$ cat src/hdl/urs_pkg.sv
// ----------------------------------------------------------------------------
// urs_pkg: shared types and constants for the ultrasonic ranging sequencer
// Field widths, register defaults, register indexes and the constants of the
// distance conversion.
// ----------------------------------------------------------------------------
package urs_pkg;

   // Default tick counter width.
   localparam int COUNT_BITS_DEF = 20;

   // Field widths.
   localparam int PERIOD_BITS  = 20;
   localparam int TRIGGER_BITS = 10;
   localparam int WINDOW_BITS  = 20;
   localparam int SLOPE_BITS   = 12;
   localparam int OFFSET_BITS  = 20;
   localparam int PULSE_BITS   = 20;
   localparam int DIST_BITS    = 17;

   // Register defaults.
   localparam logic [PERIOD_BITS-1:0]  PERIOD_RESET  = 20'd250000;
   localparam logic [TRIGGER_BITS-1:0] TRIGGER_RESET = 10'd10;
   localparam logic [WINDOW_BITS-1:0]  WINDOW_RESET  = 20'd50000;
   localparam logic [SLOPE_BITS-1:0]   SLOPE_RESET   = 12'd2024;
   localparam logic [OFFSET_BITS-1:0]  OFFSET_RESET  = 20'd326130;

   // Configuration port.
   localparam int CSR_ADDR_BITS = 5;
   localparam int CSR_DATA_BITS = 32;

   typedef enum logic [2:0] {
      REG_PERIOD  = 3'd0,
      REG_TRIGGER = 3'd1,
      REG_WINDOW  = 3'd2,
      REG_SLOPE   = 3'd3,
      REG_OFFSET  = 3'd4
   } reg_index_type;

   // Distance conversion: divide by 100000 as a shift by 5 followed by a
   // reciprocal multiply for the remaining factor of 3125.
   localparam int DIST_DIVISOR     = 100000;
   localparam int DIST_MAX         = 65535;
   localparam int DIST_SHIFT       = 5;
   localparam int DIST_RESIDUAL    = DIST_DIVISOR / (2 ** DIST_SHIFT);
   localparam int DIST_X_BITS      = 28;
   localparam int DIST_RECIP_SHIFT = 40;
   localparam int DIST_RECIP_BITS  = 29;
   localparam logic [DIST_RECIP_BITS-1:0] DIST_RECIP = DIST_RECIP_BITS'(
      ((64'd1 << DIST_RECIP_SHIFT) + 64'(DIST_RESIDUAL) - 64'd1) / 64'(DIST_RESIDUAL));
   localparam logic [63:0] DIST_SAT_LIMIT = 64'(DIST_MAX + 1) * 64'(DIST_DIVISOR);

   // Configuration register set.
   typedef struct packed {
      logic [PERIOD_BITS-1:0]  period_ticks;
      logic [TRIGGER_BITS-1:0] trigger_ticks;
      logic [WINDOW_BITS-1:0]  window_ticks;
      logic [SLOPE_BITS-1:0]   slope;
      logic [OFFSET_BITS-1:0]  offset;
   } cfg_type;

   // Per-tick results that ride along the conversion pipeline.
   typedef struct packed {
      logic                  trigger_level;
      logic                  measure_valid;
      logic [PULSE_BITS-1:0] pulse_ticks;
   } flag_type;

endpackage

$ cat src/hdl/urs_if.sv
// ----------------------------------------------------------------------------
// urs_if: channel interfaces of the ultrasonic ranging sequencer
// A tick channel carrying the sampled echo and a result channel carrying the
// trigger drive and the measurement of each tick.
// ----------------------------------------------------------------------------
interface urs_req_if;
   logic valid;
   logic ready;
   logic echo_level;

   modport source (output valid, output echo_level, input ready);
   modport sink   (input valid, input echo_level, output ready);
endinterface

interface urs_rsp_if;
   logic                                  valid;
   logic                                  ready;
   logic                                  trigger_level;
   logic                                  measure_valid;
   logic [urs_pkg::PULSE_BITS-1:0]        pulse_ticks;
   logic signed [urs_pkg::DIST_BITS-1:0]  distance_value;

   modport source (output valid, output trigger_level, output measure_valid,
                   output pulse_ticks, output distance_value, input ready);
   modport sink   (input valid, input trigger_level, input measure_valid,
                   input pulse_ticks, input distance_value, output ready);
endinterface

$ cat src/hdl/urs_csr.sv
// ----------------------------------------------------------------------------
// urs_csr: configuration registers
// APB-style register file holding period, trigger, window and conversion
// settings. Writes complete in the access cycle; reads are combinational.
// ----------------------------------------------------------------------------
module urs_csr (
   input  logic                                clock,
   input  logic                                reset,
   input  logic                                psel,
   input  logic                                penable,
   input  logic                                pwrite,
   input  logic [urs_pkg::CSR_ADDR_BITS-1:0]   paddr,
   input  logic [urs_pkg::CSR_DATA_BITS-1:0]   pwdata,
   output logic [urs_pkg::CSR_DATA_BITS-1:0]   prdata,
   output logic                                pready,
   output urs_pkg::cfg_type                    cfg
);

   urs_pkg::cfg_type       cfg_ff;
   urs_pkg::reg_index_type reg_index;
   logic                   write_en;

   assign reg_index = urs_pkg::reg_index_type'(paddr[urs_pkg::CSR_ADDR_BITS-1:2]);
   assign write_en  = psel && penable && pwrite;
   assign pready    = 1'b1;
   assign cfg       = cfg_ff;

   // Register writes; unknown indexes are dropped.
   always_ff @(posedge clock) begin
      if (reset) begin
         cfg_ff.period_ticks  <= urs_pkg::PERIOD_RESET;
         cfg_ff.trigger_ticks <= urs_pkg::TRIGGER_RESET;
         cfg_ff.window_ticks  <= urs_pkg::WINDOW_RESET;
         cfg_ff.slope         <= urs_pkg::SLOPE_RESET;
         cfg_ff.offset        <= urs_pkg::OFFSET_RESET;
      end else if (write_en) begin
         case (reg_index)
            urs_pkg::REG_PERIOD: begin
               cfg_ff.period_ticks <= pwdata[urs_pkg::PERIOD_BITS-1:0];
            end
            urs_pkg::REG_TRIGGER: begin
               cfg_ff.trigger_ticks <= pwdata[urs_pkg::TRIGGER_BITS-1:0];
            end
            urs_pkg::REG_WINDOW: begin
               cfg_ff.window_ticks <= pwdata[urs_pkg::WINDOW_BITS-1:0];
            end
            urs_pkg::REG_SLOPE: begin
               cfg_ff.slope <= pwdata[urs_pkg::SLOPE_BITS-1:0];
            end
            urs_pkg::REG_OFFSET: begin
               cfg_ff.offset <= pwdata[urs_pkg::OFFSET_BITS-1:0];
            end
            default: begin
            end
         endcase
      end
   end

   // Read mux.
   always_comb begin
      case (reg_index)
         urs_pkg::REG_PERIOD:  prdata = urs_pkg::CSR_DATA_BITS'(cfg_ff.period_ticks);
         urs_pkg::REG_TRIGGER: prdata = urs_pkg::CSR_DATA_BITS'(cfg_ff.trigger_ticks);
         urs_pkg::REG_WINDOW:  prdata = urs_pkg::CSR_DATA_BITS'(cfg_ff.window_ticks);
         urs_pkg::REG_SLOPE:   prdata = urs_pkg::CSR_DATA_BITS'(cfg_ff.slope);
         urs_pkg::REG_OFFSET:  prdata = urs_pkg::CSR_DATA_BITS'(cfg_ff.offset);
         default:              prdata = '0;
      endcase
   end

endmodule

$ cat src/hdl/urs_timing.sv
// ----------------------------------------------------------------------------
// urs_timing: tick counter, trigger and echo edge tracking
// Updates the per-tick state on each accepted word and registers the trigger
// level, edge result and tick value into the first pipeline stage.
// ----------------------------------------------------------------------------
module urs_timing #(
   parameter int COUNT_BITS = urs_pkg::COUNT_BITS_DEF
) (
   input  logic                    clock,
   input  logic                    reset,
   input  urs_pkg::cfg_type        cfg,
   urs_req_if.sink                 req_chan,
   input  logic                    s1_ready,
   output logic                    s1_valid,
   output urs_pkg::flag_type       s1_word,
   output logic [COUNT_BITS-1:0]   s1_tick
);

   localparam int CMP_BITS = (COUNT_BITS > urs_pkg::PERIOD_BITS) ?
                             COUNT_BITS : urs_pkg::PERIOD_BITS;

   logic [COUNT_BITS-1:0]           tick_ff, tick_in, tick_now;
   logic [COUNT_BITS-1:0]           rise_ff, rise_in;
   logic                            prev_ff, prev_in;
   logic                            trig_ff, trig_in;
   logic                            s1_valid_ff;
   urs_pkg::flag_type               s1_word_ff;
   logic [COUNT_BITS-1:0]           s1_tick_ff;
   logic [CMP_BITS-1:0]             now_ext;
   logic                            in_window, rise_edge, fall_edge;
   logic                            stage_ready, accept;
   logic [COUNT_BITS-1:0]           width_now;
   logic [urs_pkg::PULSE_BITS-1:0]  pulse_now;

   assign stage_ready    = !s1_valid_ff || s1_ready;
   assign req_chan.ready = stage_ready;
   assign accept         = req_chan.valid && stage_ready;
   assign s1_valid       = s1_valid_ff;
   assign s1_word        = s1_word_ff;
   assign s1_tick        = s1_tick_ff;

   // Wrap the counter, then evaluate trigger and echo edges inside the window.
   always_comb begin
      tick_now  = (CMP_BITS'(tick_ff) >= CMP_BITS'(cfg.period_ticks)) ? '0 : tick_ff;
      now_ext   = CMP_BITS'(tick_now);
      in_window = now_ext < CMP_BITS'(cfg.window_ticks);
      trig_in   = trig_ff;
      if (in_window && (now_ext == '0)) begin
         trig_in = 1'b1;
      end
      if (in_window && (now_ext == CMP_BITS'(cfg.trigger_ticks))) begin
         trig_in = 1'b0;
      end
      rise_edge = in_window && !prev_ff && req_chan.echo_level;
      fall_edge = in_window && prev_ff && !req_chan.echo_level;
      rise_in   = rise_edge ? tick_now : rise_ff;
      prev_in   = in_window ? req_chan.echo_level : prev_ff;
      tick_in   = tick_now + COUNT_BITS'(1);
      // Width wraps modulo the counter size before it is fitted to the field.
      width_now = tick_now - rise_ff;
      pulse_now = fall_edge ? urs_pkg::PULSE_BITS'(width_now) : '0;
   end

   // Per-tick state and the first pipeline stage.
   always_ff @(posedge clock) begin
      if (reset) begin
         tick_ff     <= '0;
         rise_ff     <= '0;
         prev_ff     <= 1'b0;
         trig_ff     <= 1'b0;
         s1_valid_ff <= 1'b0;
      end else begin
         if (accept) begin
            tick_ff <= tick_in;
            rise_ff <= rise_in;
            prev_ff <= prev_in;
            trig_ff <= trig_in;
         end
         if (stage_ready) begin
            s1_valid_ff              <= req_chan.valid;
            s1_word_ff.trigger_level <= trig_in;
            s1_word_ff.measure_valid <= fall_edge;
            s1_word_ff.pulse_ticks   <= pulse_now;
            s1_tick_ff               <= tick_now;
         end
      end
   end

endmodule

$ cat src/hdl/urs_convert.sv
// ----------------------------------------------------------------------------
// urs_convert: distance conversion pipeline and result register
// Computes (slope*tick - offset)/100000 truncated toward zero and saturated,
// over four registered stages that stall independently.
// ----------------------------------------------------------------------------
module urs_convert #(
   parameter int COUNT_BITS = urs_pkg::COUNT_BITS_DEF
) (
   input  logic                    clock,
   input  logic                    reset,
   input  urs_pkg::cfg_type        cfg,
   input  logic                    s1_valid,
   input  urs_pkg::flag_type       s1_word,
   input  logic [COUNT_BITS-1:0]   s1_tick,
   output logic                    s1_ready,
   urs_rsp_if.source               rsp_chan
);

   localparam int PROD_BITS  = urs_pkg::SLOPE_BITS + COUNT_BITS;
   localparam int NUM_BITS   = PROD_BITS + 1;
   localparam int QPROD_BITS = urs_pkg::DIST_X_BITS + urs_pkg::DIST_RECIP_BITS;

   // Stage 2: product.
   logic                             v2_ff;
   urs_pkg::flag_type                w2_ff;
   logic [PROD_BITS-1:0]             prod_ff, prod_in;
   // Stage 3: sign, saturation and scaled magnitude.
   logic                             v3_ff, neg3_ff, sat3_ff;
   urs_pkg::flag_type                w3_ff;
   logic [urs_pkg::DIST_X_BITS-1:0]  x3_ff;
   // Stage 4: reciprocal product.
   logic                             v4_ff, neg4_ff, sat4_ff;
   urs_pkg::flag_type                w4_ff;
   logic [QPROD_BITS-1:0]            qprod_ff, qprod_in;
   // Stage 5: result register.
   logic                             out_valid_ff;
   urs_pkg::flag_type                out_word_ff;
   logic [urs_pkg::DIST_BITS-1:0]    dist_ff, dist_in;

   logic signed [NUM_BITS-1:0]       num;
   logic [NUM_BITS-1:0]              mag;
   logic [63:0]                      mag_wide;
   logic                             neg_now, sat_now;
   logic [urs_pkg::DIST_X_BITS-1:0]  x_now;
   logic [urs_pkg::DIST_BITS-1:0]    quot;
   logic                             r2, r3, r4, r5;

   // Each stage takes a new word when it is empty or its successor moves.
   assign r5       = !out_valid_ff || rsp_chan.ready;
   assign r4       = !v4_ff || r5;
   assign r3       = !v3_ff || r4;
   assign r2       = !v2_ff || r3;
   assign s1_ready = r2;

   // Datapath between the stages.
   always_comb begin
      prod_in  = PROD_BITS'(cfg.slope) * PROD_BITS'(s1_tick);
      num      = $signed({1'b0, prod_ff}) - $signed(NUM_BITS'(cfg.offset));
      neg_now  = num[NUM_BITS-1];
      mag      = neg_now ? -num : num;
      mag_wide = 64'(mag);
      sat_now  = !neg_now && (mag_wide >= urs_pkg::DIST_SAT_LIMIT);
      x_now    = mag_wide[urs_pkg::DIST_SHIFT +: urs_pkg::DIST_X_BITS];
      qprod_in = QPROD_BITS'(x3_ff) * QPROD_BITS'(urs_pkg::DIST_RECIP);
      quot     = qprod_ff[urs_pkg::DIST_RECIP_SHIFT +: urs_pkg::DIST_BITS];
      // The offset bounds the negative side well above the lower limit.
      if (!w4_ff.measure_valid) begin
         dist_in = '0;
      end else if (sat4_ff) begin
         dist_in = urs_pkg::DIST_BITS'(urs_pkg::DIST_MAX);
      end else if (neg4_ff) begin
         dist_in = -quot;
      end else begin
         dist_in = quot;
      end
   end

   // Pipeline registers.
   always_ff @(posedge clock) begin
      if (reset) begin
         v2_ff        <= 1'b0;
         v3_ff        <= 1'b0;
         v4_ff        <= 1'b0;
         out_valid_ff <= 1'b0;
      end else begin
         if (r2) begin
            v2_ff   <= s1_valid;
            w2_ff   <= s1_word;
            prod_ff <= prod_in;
         end
         if (r3) begin
            v3_ff   <= v2_ff;
            w3_ff   <= w2_ff;
            neg3_ff <= neg_now;
            sat3_ff <= sat_now;
            x3_ff   <= x_now;
         end
         if (r4) begin
            v4_ff    <= v3_ff;
            w4_ff    <= w3_ff;
            neg4_ff  <= neg3_ff;
            sat4_ff  <= sat3_ff;
            qprod_ff <= qprod_in;
         end
         if (r5) begin
            out_valid_ff <= v4_ff;
            out_word_ff  <= w4_ff;
            dist_ff      <= dist_in;
         end
      end
   end

   assign rsp_chan.valid          = out_valid_ff;
   assign rsp_chan.trigger_level  = out_word_ff.trigger_level;
   assign rsp_chan.measure_valid  = out_word_ff.measure_valid;
   assign rsp_chan.pulse_ticks    = out_word_ff.pulse_ticks;
   assign rsp_chan.distance_value = $signed(dist_ff);

endmodule

$ cat src/hdl/ultrasonic_ranging_sequencer.sv
// ----------------------------------------------------------------------------
// ultrasonic_ranging_sequencer: trigger and echo timing for a rangefinder
// Each tick word carries the echo level; each result word carries the trigger
// drive and, on a falling echo edge, the pulse width and converted distance.
//
//   Channel   Direction  Handshake            Word
//   req_chan  in         valid/ready          echo_level
//   rsp_chan  out        valid/ready          trigger_level, measure_valid,
//                                             pulse_ticks, distance_value
//   psel...   in/out     APB-style, pready=1  five configuration registers
//
// One tick word is accepted per clock cycle while no stage stalls; each tick
// passes through the five register stages before its result is valid.
// Synchronous reset clears the tick state and pipeline and restores register
// defaults; there is no clearing pass.
// Each stage stalls only when full and blocked, so bubbles collapse and new
// ticks keep entering behind a waiting result until all five stages are full.
// ----------------------------------------------------------------------------
module ultrasonic_ranging_sequencer #(
   parameter int COUNT_BITS = urs_pkg::COUNT_BITS_DEF
) (
   input  logic                                clock,
   input  logic                                reset,
   urs_req_if.sink                             req_chan,
   urs_rsp_if.source                           rsp_chan,
   input  logic                                psel,
   input  logic                                penable,
   input  logic                                pwrite,
   input  logic [urs_pkg::CSR_ADDR_BITS-1:0]   paddr,
   input  logic [urs_pkg::CSR_DATA_BITS-1:0]   pwdata,
   output logic [urs_pkg::CSR_DATA_BITS-1:0]   prdata,
   output logic                                pready
);

   urs_pkg::cfg_type        cfg;
   logic                    s1_valid, s1_ready;
   urs_pkg::flag_type       s1_word;
   logic [COUNT_BITS-1:0]   s1_tick;

   // Configuration registers.
   urs_csr u_csr (
      .clock   (clock),
      .reset   (reset),
      .psel    (psel),
      .penable (penable),
      .pwrite  (pwrite),
      .paddr   (paddr),
      .pwdata  (pwdata),
      .prdata  (prdata),
      .pready  (pready),
      .cfg     (cfg)
   );

   // Tick state and first stage.
   urs_timing #(.COUNT_BITS(COUNT_BITS)) u_timing (
      .clock    (clock),
      .reset    (reset),
      .cfg      (cfg),
      .req_chan (req_chan),
      .s1_ready (s1_ready),
      .s1_valid (s1_valid),
      .s1_word  (s1_word),
      .s1_tick  (s1_tick)
   );

   // Distance conversion and result register.
   urs_convert #(.COUNT_BITS(COUNT_BITS)) u_convert (
      .clock    (clock),
      .reset    (reset),
      .cfg      (cfg),
      .s1_valid (s1_valid),
      .s1_word  (s1_word),
      .s1_tick  (s1_tick),
      .s1_ready (s1_ready),
      .rsp_chan (rsp_chan)
   );

`ifndef SYNTHESIS
   // A word without a measurement carries zero width and distance.
   a_idle_fields_zero: assert property (@(posedge clock) disable iff (reset)
      rsp_chan.valid && !rsp_chan.measure_valid |->
         (rsp_chan.pulse_ticks == '0) && (rsp_chan.distance_value == '0))
      else $error("result without measurement carries nonzero fields");

   // An empty result register lets the whole pipeline advance.
   a_ready_when_empty: assert property (@(posedge clock) disable iff (reset)
      !rsp_chan.valid |-> req_chan.ready)
      else $error("tick channel stalled with empty result register");

   // The distance never falls below the lower limit of -1024.
   a_distance_floor: assert property (@(posedge clock) disable iff (reset)
      rsp_chan.valid |-> (rsp_chan.distance_value >= -17'sd1024))
      else $error("distance below lower limit");
`endif

endmodule

$ cat src/flat_wrapper.sv
// flat-port wrapper written by rule: the top's interface ports become plain ports
module ultrasonic_ranging_sequencer_flat 
#(
   parameter int COUNT_BITS = urs_pkg::COUNT_BITS_DEF
)
  (clock, reset, psel, penable, pwrite, paddr, pwdata, prdata, pready, req_chan_valid, req_chan_echo_level, req_chan_ready, rsp_chan_valid, rsp_chan_trigger_level, rsp_chan_measure_valid, rsp_chan_pulse_ticks, rsp_chan_distance_value, rsp_chan_ready);
  urs_req_if req_chan_i ();
  urs_rsp_if rsp_chan_i ();
  input  logic clock;
  input  logic reset;
  input  logic psel;
  input  logic penable;
  input  logic pwrite;
  input  logic [urs_pkg::CSR_ADDR_BITS-1:0] paddr;
  input  logic [urs_pkg::CSR_DATA_BITS-1:0] pwdata;
  output logic [urs_pkg::CSR_DATA_BITS-1:0] prdata;
  output logic pready;
  input wire logic [$bits(req_chan_i.valid)-1:0] req_chan_valid;
  input wire logic [$bits(req_chan_i.echo_level)-1:0] req_chan_echo_level;
  output wire logic [$bits(req_chan_i.ready)-1:0] req_chan_ready;
  output wire logic [$bits(rsp_chan_i.valid)-1:0] rsp_chan_valid;
  output wire logic [$bits(rsp_chan_i.trigger_level)-1:0] rsp_chan_trigger_level;
  output wire logic [$bits(rsp_chan_i.measure_valid)-1:0] rsp_chan_measure_valid;
  output wire logic [$bits(rsp_chan_i.pulse_ticks)-1:0] rsp_chan_pulse_ticks;
  output wire logic [$bits(rsp_chan_i.distance_value)-1:0] rsp_chan_distance_value;
  input wire logic [$bits(rsp_chan_i.ready)-1:0] rsp_chan_ready;
  assign req_chan_i.valid = req_chan_valid;
  assign req_chan_i.echo_level = req_chan_echo_level;
  assign req_chan_ready = req_chan_i.ready;
  assign rsp_chan_valid = rsp_chan_i.valid;
  assign rsp_chan_trigger_level = rsp_chan_i.trigger_level;
  assign rsp_chan_measure_valid = rsp_chan_i.measure_valid;
  assign rsp_chan_pulse_ticks = rsp_chan_i.pulse_ticks;
  assign rsp_chan_distance_value = rsp_chan_i.distance_value;
  assign rsp_chan_i.ready = rsp_chan_ready;
  ultrasonic_ranging_sequencer #(.COUNT_BITS(COUNT_BITS)) u_core (.clock(clock), .reset(reset), .req_chan(req_chan_i), .rsp_chan(rsp_chan_i), .psel(psel), .penable(penable), .pwrite(pwrite), .paddr(paddr), .pwdata(pwdata), .prdata(prdata), .pready(pready));
endmodule
$ cat config.mk
export PLATFORM = sky130hd
export DESIGN_NAME = ultrasonic_ranging_sequencer_flat
export DESIGN_NICKNAME = d
export VERILOG_FILES = /design/src/hdl/urs_pkg.sv /design/src/hdl/urs_if.sv /design/src/hdl/urs_csr.sv /design/src/hdl/urs_timing.sv /design/src/hdl/urs_convert.sv /design/src/hdl/ultrasonic_ranging_sequencer.sv /design/src/flat_wrapper.sv
export SDC_FILE = /design/constraint.sdc
export NUM_CORES = 2
export LEC_CHECK = 0
export ABC_AREA = 0
export CAP_MARGIN = 20
export CELL_PAD_IN_SITES_DETAIL_PLACEMENT = 1
export CELL_PAD_IN_SITES_GLOBAL_PLACEMENT = 1
export CORE_UTILIZATION = 25
export DETAILED_ROUTE_END_ITERATION = 12
export DONT_BUFFER_PORTS = 1
export MAX_ROUTING_LAYER = met4
export PLACE_DENSITY = 0.42
export RECOVER_POWER = 50
export SLEW_MARGIN = 10
export SYNTH_ARGS = -nofsm -noshare
export SYNTH_HDL_FRONTEND = slang
export SYNTH_SLANG_ARGS = --single-unit
export TNS_END_PERCENT = 50
$ cat constraint.sdc
create_clock -name clock -period 9.4 [get_ports clock]
set_clock_uncertainty 0.1 [all_clocks]
set_input_delay 0.47 -clock clock [delete_from_list [all_inputs] [get_ports clock]]
set_output_delay 0.47 -clock clock [all_outputs]
set_load 0.01 [all_outputs]
# == Word level (Yosys, flattened, before mapping) ==
# Cells that the tools add are included.
# totals
register_bits,397
in_bits,45
output_inout_bits,74
word_cells,101
# classes
n_addsub,5
n_mul,2
order_cmp,3
n_eq_ne,5
muxes,7
bitwise,2
reduce_logical,38
# op_table
op,count
one-hot mux 20 bit (5 select lines),1
multiplier 28 x 29 -> 57 bit (second input constant),1
>= comparator 33 bit (second input constant),1
2-to-1 mux 33 bit,1
negation 33 bit,1
subtractor 32 x 20 -> 33 bit,1
multiplier 12 x 20 -> 32 bit,1
AND reduction 2 bit,12
adder 20 x 1 -> 20 bit (second input constant),1
== test 20 x 10 -> 1 bit,1
>= comparator 20 bit,1
logical NOT 20 bit,1
< comparator 20 bit,1
2-to-1 mux 20 bit,1
subtractor 20 bit,1
2-to-1 mux 17 bit,1
negation 17 bit,1
2-to-1 mux 16 bit,1
logical AND 1 bit,10
logical NOT 1 bit,8
== test 3 x 2 -> 1 bit (second input constant),2
logical OR 1 bit,5
== test 3 x 1 -> 1 bit (second input constant),1
== test 3 bit (second input constant),1
4 further kinds,6

# == Depth between registers and ports, before layout ==
# depth
depth_word,8
mapped_depth,26
mapped_depth_nobuf,26

# == By module ==
# Synthesis repeated with hierarchy kept, for this count alone.
# unflattened
cells_unflattened,3628
hier_area_um2,37038.0
# by_module_without_submodules
mod,n_inst,cells_each,area_per_inst_um2,seq_area_each_um2
urs_convert,1,2591,27456.3,5665.4
urs_timing,1,602,5461.5,2122.0
urs_csr,1,435,4120.2,1641.6

# == Worst setup path before layout ==
# OpenSTA, ideal clock, no wires.
# synth_timing
path_type,register -> register
from,reg u_core.u_convert.x3_ff[7] (netlist name)
to,reg u_core.u_convert.qprod_ff[55] (data pin)
setup_time_ns,0.260
t_arrival_ns,6.148
required_ns,9.040
slack_ns,2.892
path_stages_with_launch,23
path_buffers,0
period_less_slack_ns,6.508
path_cell_list,edfxtp_1 fa_1 inv_1 fa_1 fa_1 inv_1 fa_1 fa_1 fa_1 inv_1 fa_1 inv_1 ha_1 a21o_1 a21o_1 a211oi_1 o21bai_1 a31oi_1 o31ai_1 a21oi_1 o21bai_1 a21boi_0 xnor2_1
# synth_between
elab_chain_cells,1
# synth_lines
element,line,text
start: declaration,urs_convert.sv:30,logic [urs_pkg::DIST_X_BITS-1:0] x3_ff;
start signal: assignment,urs_convert.sv:96,x3_ff <= x_now;
multiplier 28 x 29 -> 57 bit,urs_convert.sv:64,qprod_in = QPROD_BITS'(x3_ff) * QPROD_BITS'(urs_pkg::DIST_RECIP);
via u_core.u_convert.qprod_in[55],urs_convert.sv:34,"logic [QPROD_BITS-1:0] qprod_ff, qprod_in;"
end signal: assignment,urs_convert.sv:103,qprod_ff <= qprod_in;
end: declaration,urs_convert.sv:34,
# The timed path passes the listed nets, and every way through them passes these cells.
# A chain may end at the register's enable or synchronous reset.

# == Final worst setup path ==
# layout_timing
from,reg u_core.u_convert.x3_ff[8] (netlist name)
to,reg u_core.u_convert.qprod_ff[54] (data pin)
# Same word-level chain as after synthesis.

==> run metrics <==
status finished, violations left; failing checks capacitance limit, slew limit; Post-DP Area 0.03916 mm^2; fin crit period 7724 ps; type of origin of the critical path flop; # setup viols final 0; Simple-Gate Fraction of Synth Area 10.85%; I/O pin count 119; Crit path largest cell delay 690 ps; MaxCap Viol Count 5; Fin. Hold Viols 0; reg-to-reg endpoint u_core.u_convert.qprod_ff[54]; reg2reg start u_core.u_convert.x3_ff[8]; total grt overflow 0; clk sinks 357; Async SR Flop Fraction 0%; Worst Hold End u_core.u_convert.rsp_chan.valid; Worst Hold Depth 3; Global Route Usage Sum 15.99%; routed len/inst 19.88 um; Netlist cell types 80; clock latency on the worst-skew pair 610 ps; max_slew headroom -131.1%; RSZ-0062 raised after global routing no; CTS tree built; vias 24,960; Max Clk Rate 129.5 MHz; Final Net Count 4,705; first-pass GRT wire length 174,200 um; post-CTS sizing 0; std cell rows 140; fin crit share 82.17%; CTS clk-pin slew, worst paths 60 ps; initial antenna violation count 13; CTS H-tree lvls 2; Synth Warn # 0; P&R area growth vs syn 10.87%; core box area 0.1461 mm^2; post-route setup TNS 0 ps; number of cells on the critical path 20; Most common cell on crit path fa_1; worst reg2reg setup slack 1680 ps; Worst Hold Launch rsp_chan_ready; die footprint 0.1492 mm^2; Synth area leader fa_1; DPL Wire Length 92,650 um; Post-Synthesis Cells 3,740; GPL Wtd Cong 0.8332; vias in the first global route 27,740; initial DRC count 970; pin count of the biggest net entering global routing 131; met1 GRT Util 21.11%; post-synthesis mux area share 1.142%; ys flop type edfxtp_1; Initial DRT Pass Iterations 4; WS Path Type flop to flop; Synth Area in Compound Gates 8.905%; main combinational cell family by area after synthesis adder cells; commonest non-fill, non-tap cells in the layout 792 x inv_1, 467 x fa_1, 464 x ha_1; Post-Route WL 113,200 um; initial core utilization 25.28%; Root Driver clkbuf_16; Mapped Avg Cell Area 9.873 um^2; synthesized area 0.03693 mm^2; DRC 0; Antenna Violating Nets Remaining 0; highest net fanout along the worst path 9; most crowded layer after global routing met2; Worst Path Arrival 7980 ps; Setup Slack @ Placement 1507 ps; EDFF count, synth 228; Die Height 386.3 um; total clock buffers created by CTS 46; grt met3 use 2.050%; crit end category flop; critical path's slowest cell fa_1; Finished Core Util 28.02%; Synth Area in XOR/XNOR 2.870%; commonest non-fill, non-tap cell in the layout inv_1; Worst-Margin Slew 3467 ps; final worst setup slack 1676 ps; share of synthesized cell area in full adder, half adder and majority cells 41.04%; Seq cells post-synth 357; WP data required 9650 ps; CP top delay family adder cells; met2 Use GR 26.16%; post-synth top area share 25.32%; synth top area cells fa_1 25%, edfxtp_1 19%, ha_1 16%; CP Buf/Inv Count 4; Fillers 16,760; CP cell instances fa_1, inv_1, fa_1, fa_1, inv_1, fa_1, fa_1, fa_1, inv_1, fa_1, inv_1, ha_1, nand3_1, o21ai_0, a211oi_1, o31ai_1, a21oi_1, o31ai_1, a21oi_1, xnor2_1; Clock Path Buffers 3; Seq/Total Area, Yosys 25.54%; Hold Path Class input pin to flop; R2R depth 20; port bufs 0; fin area 0.04094 mm^2; vias per inst 4.383; die width 386.3 um; final slew viol count 184; fraction of layout cells with a size suffix above 1 3.292%
## synth_stat cells (all sizes together) (5+ instances only)
cell	number
o22ai	12
ha	464
o41ai	6
and2	100
a31oi	13
nor2b	28
xor2	46
nand3	32
a21o	52
nand4b	5
a211oi	10
nor2	177
o21ai	85
nand2b	15
nor4	9
and3	16
nand3b	13
o2111ai	6
a311oi	6
nand4	24
dfxtp	129
inv	792
o21a	31
o211ai	6
nand2	360
or3	14
a21oi	158
or2	10
mux2i	41
o21bai	8
xnor2	75
edfxtp	228
a2111oi	9
a22oi	22
nor3	38
clkbuf	106
buf	29
or4	7
fa	467
a211o	32
o31ai	19
## per-layer routing
metal	wire [um]	vias to the layer above
met5	0	-
met4	2165	0
met3	3204	101
met2	53080	233
met1	54760	12580
li1	-	12050
## area by class of cell
type                       count  area, um^2  share of cell area, %
sequential                   357        9429                  23.03
antenna                       10       25.02                0.06112
multi-input combinational   2468       24030                  58.68
clock buffer                  66        1276                  3.117
timing repair buffer          63       509.2                  1.244
clock inverter                20       299.0                 0.7304
tap                         1917        2399                  5.859
inverter                     793        2978                  7.274
## what timing repair did
item,4_1_cts,5_1_grt
setup buffers,0,0
endpoints found under the hold margin,142,0
hold buffers,24,0
## worst max-delay path by stage
| stage | start | to | slack, ps |
|---|---|---|---|
| finish | u_core.u_convert.x3_ff[8] | u_core.u_convert.qprod_ff[54] | 1680 |
| global route | u_core.u_convert.x3_ff[3] | u_core.u_convert.qprod_ff[54] | 1180 |
| global placement | u_core.u_convert.x3_ff[8] | u_core.u_convert.qprod_ff[54] | 1560 |
| detailed placement | u_core.u_convert.x3_ff[3] | u_core.u_convert.qprod_ff[54] | 1510 |
| floorplan | u_core.u_convert.x3_ff[7] | u_core.u_convert.qprod_ff[55] | 2890 |
| CTS | u_core.u_convert.x3_ff[3] | u_core.u_convert.qprod_ff[54] | 1540 |
## worst min-delay path, cell delays in order
cell and delay, ps:
nor2b_1 80, nor2_1 110, nor2_1 40
## sequential cells by signal, indices dropped and copies added (netlist names), 17 cells and up
| signal | count |
|---|---|
| u_core.u_csr.cfg | 82 |
| u_core.u_convert.prod_ff | 32 |
| u_core.u_convert.x3_ff | 28 |
| u_core.u_convert.w2_ff | 22 |
| u_core.u_convert.w3_ff | 22 |
| u_core.u_convert.w4_ff | 22 |
| u_core.u_timing.s1_word | 22 |
| u_core.u_convert.rsp_chan.pulse_ticks | 20 |
| u_core.u_timing.rise_ff | 20 |
| u_core.u_timing.s1_tick | 20 |
| u_core.u_timing.tick_ff | 20 |
| u_core.u_convert.qprod_ff | 17 |
| u_core.u_convert.rsp_chan.distance_value | 17 |
## per-stage QoR
step / hold WS (ps) / cells
2_1_floorplan: 300.3 / 3753
3_3_place_gp: 302.8 / 5574
3_5_place_dp: 305.7 / 5574
4_1_cts: 10.57 / 5684
5_1_grt: 17.41 / 5693
6_report: 43.65 / 5694
## logic make-up after synthesis
kind of cell | after synthesis
adders and majority gates | 931
and+or+nand+nor | 858
buffers and inverters | 928
other | 2
AOI/OAI and AO/OA | 501
muxes | 42
xor gates and xnor gates | 121
DFF | 357
Power is not shown: default switching activity piles up to over one toggle a cycle in this logic, so the estimate is an artifact.
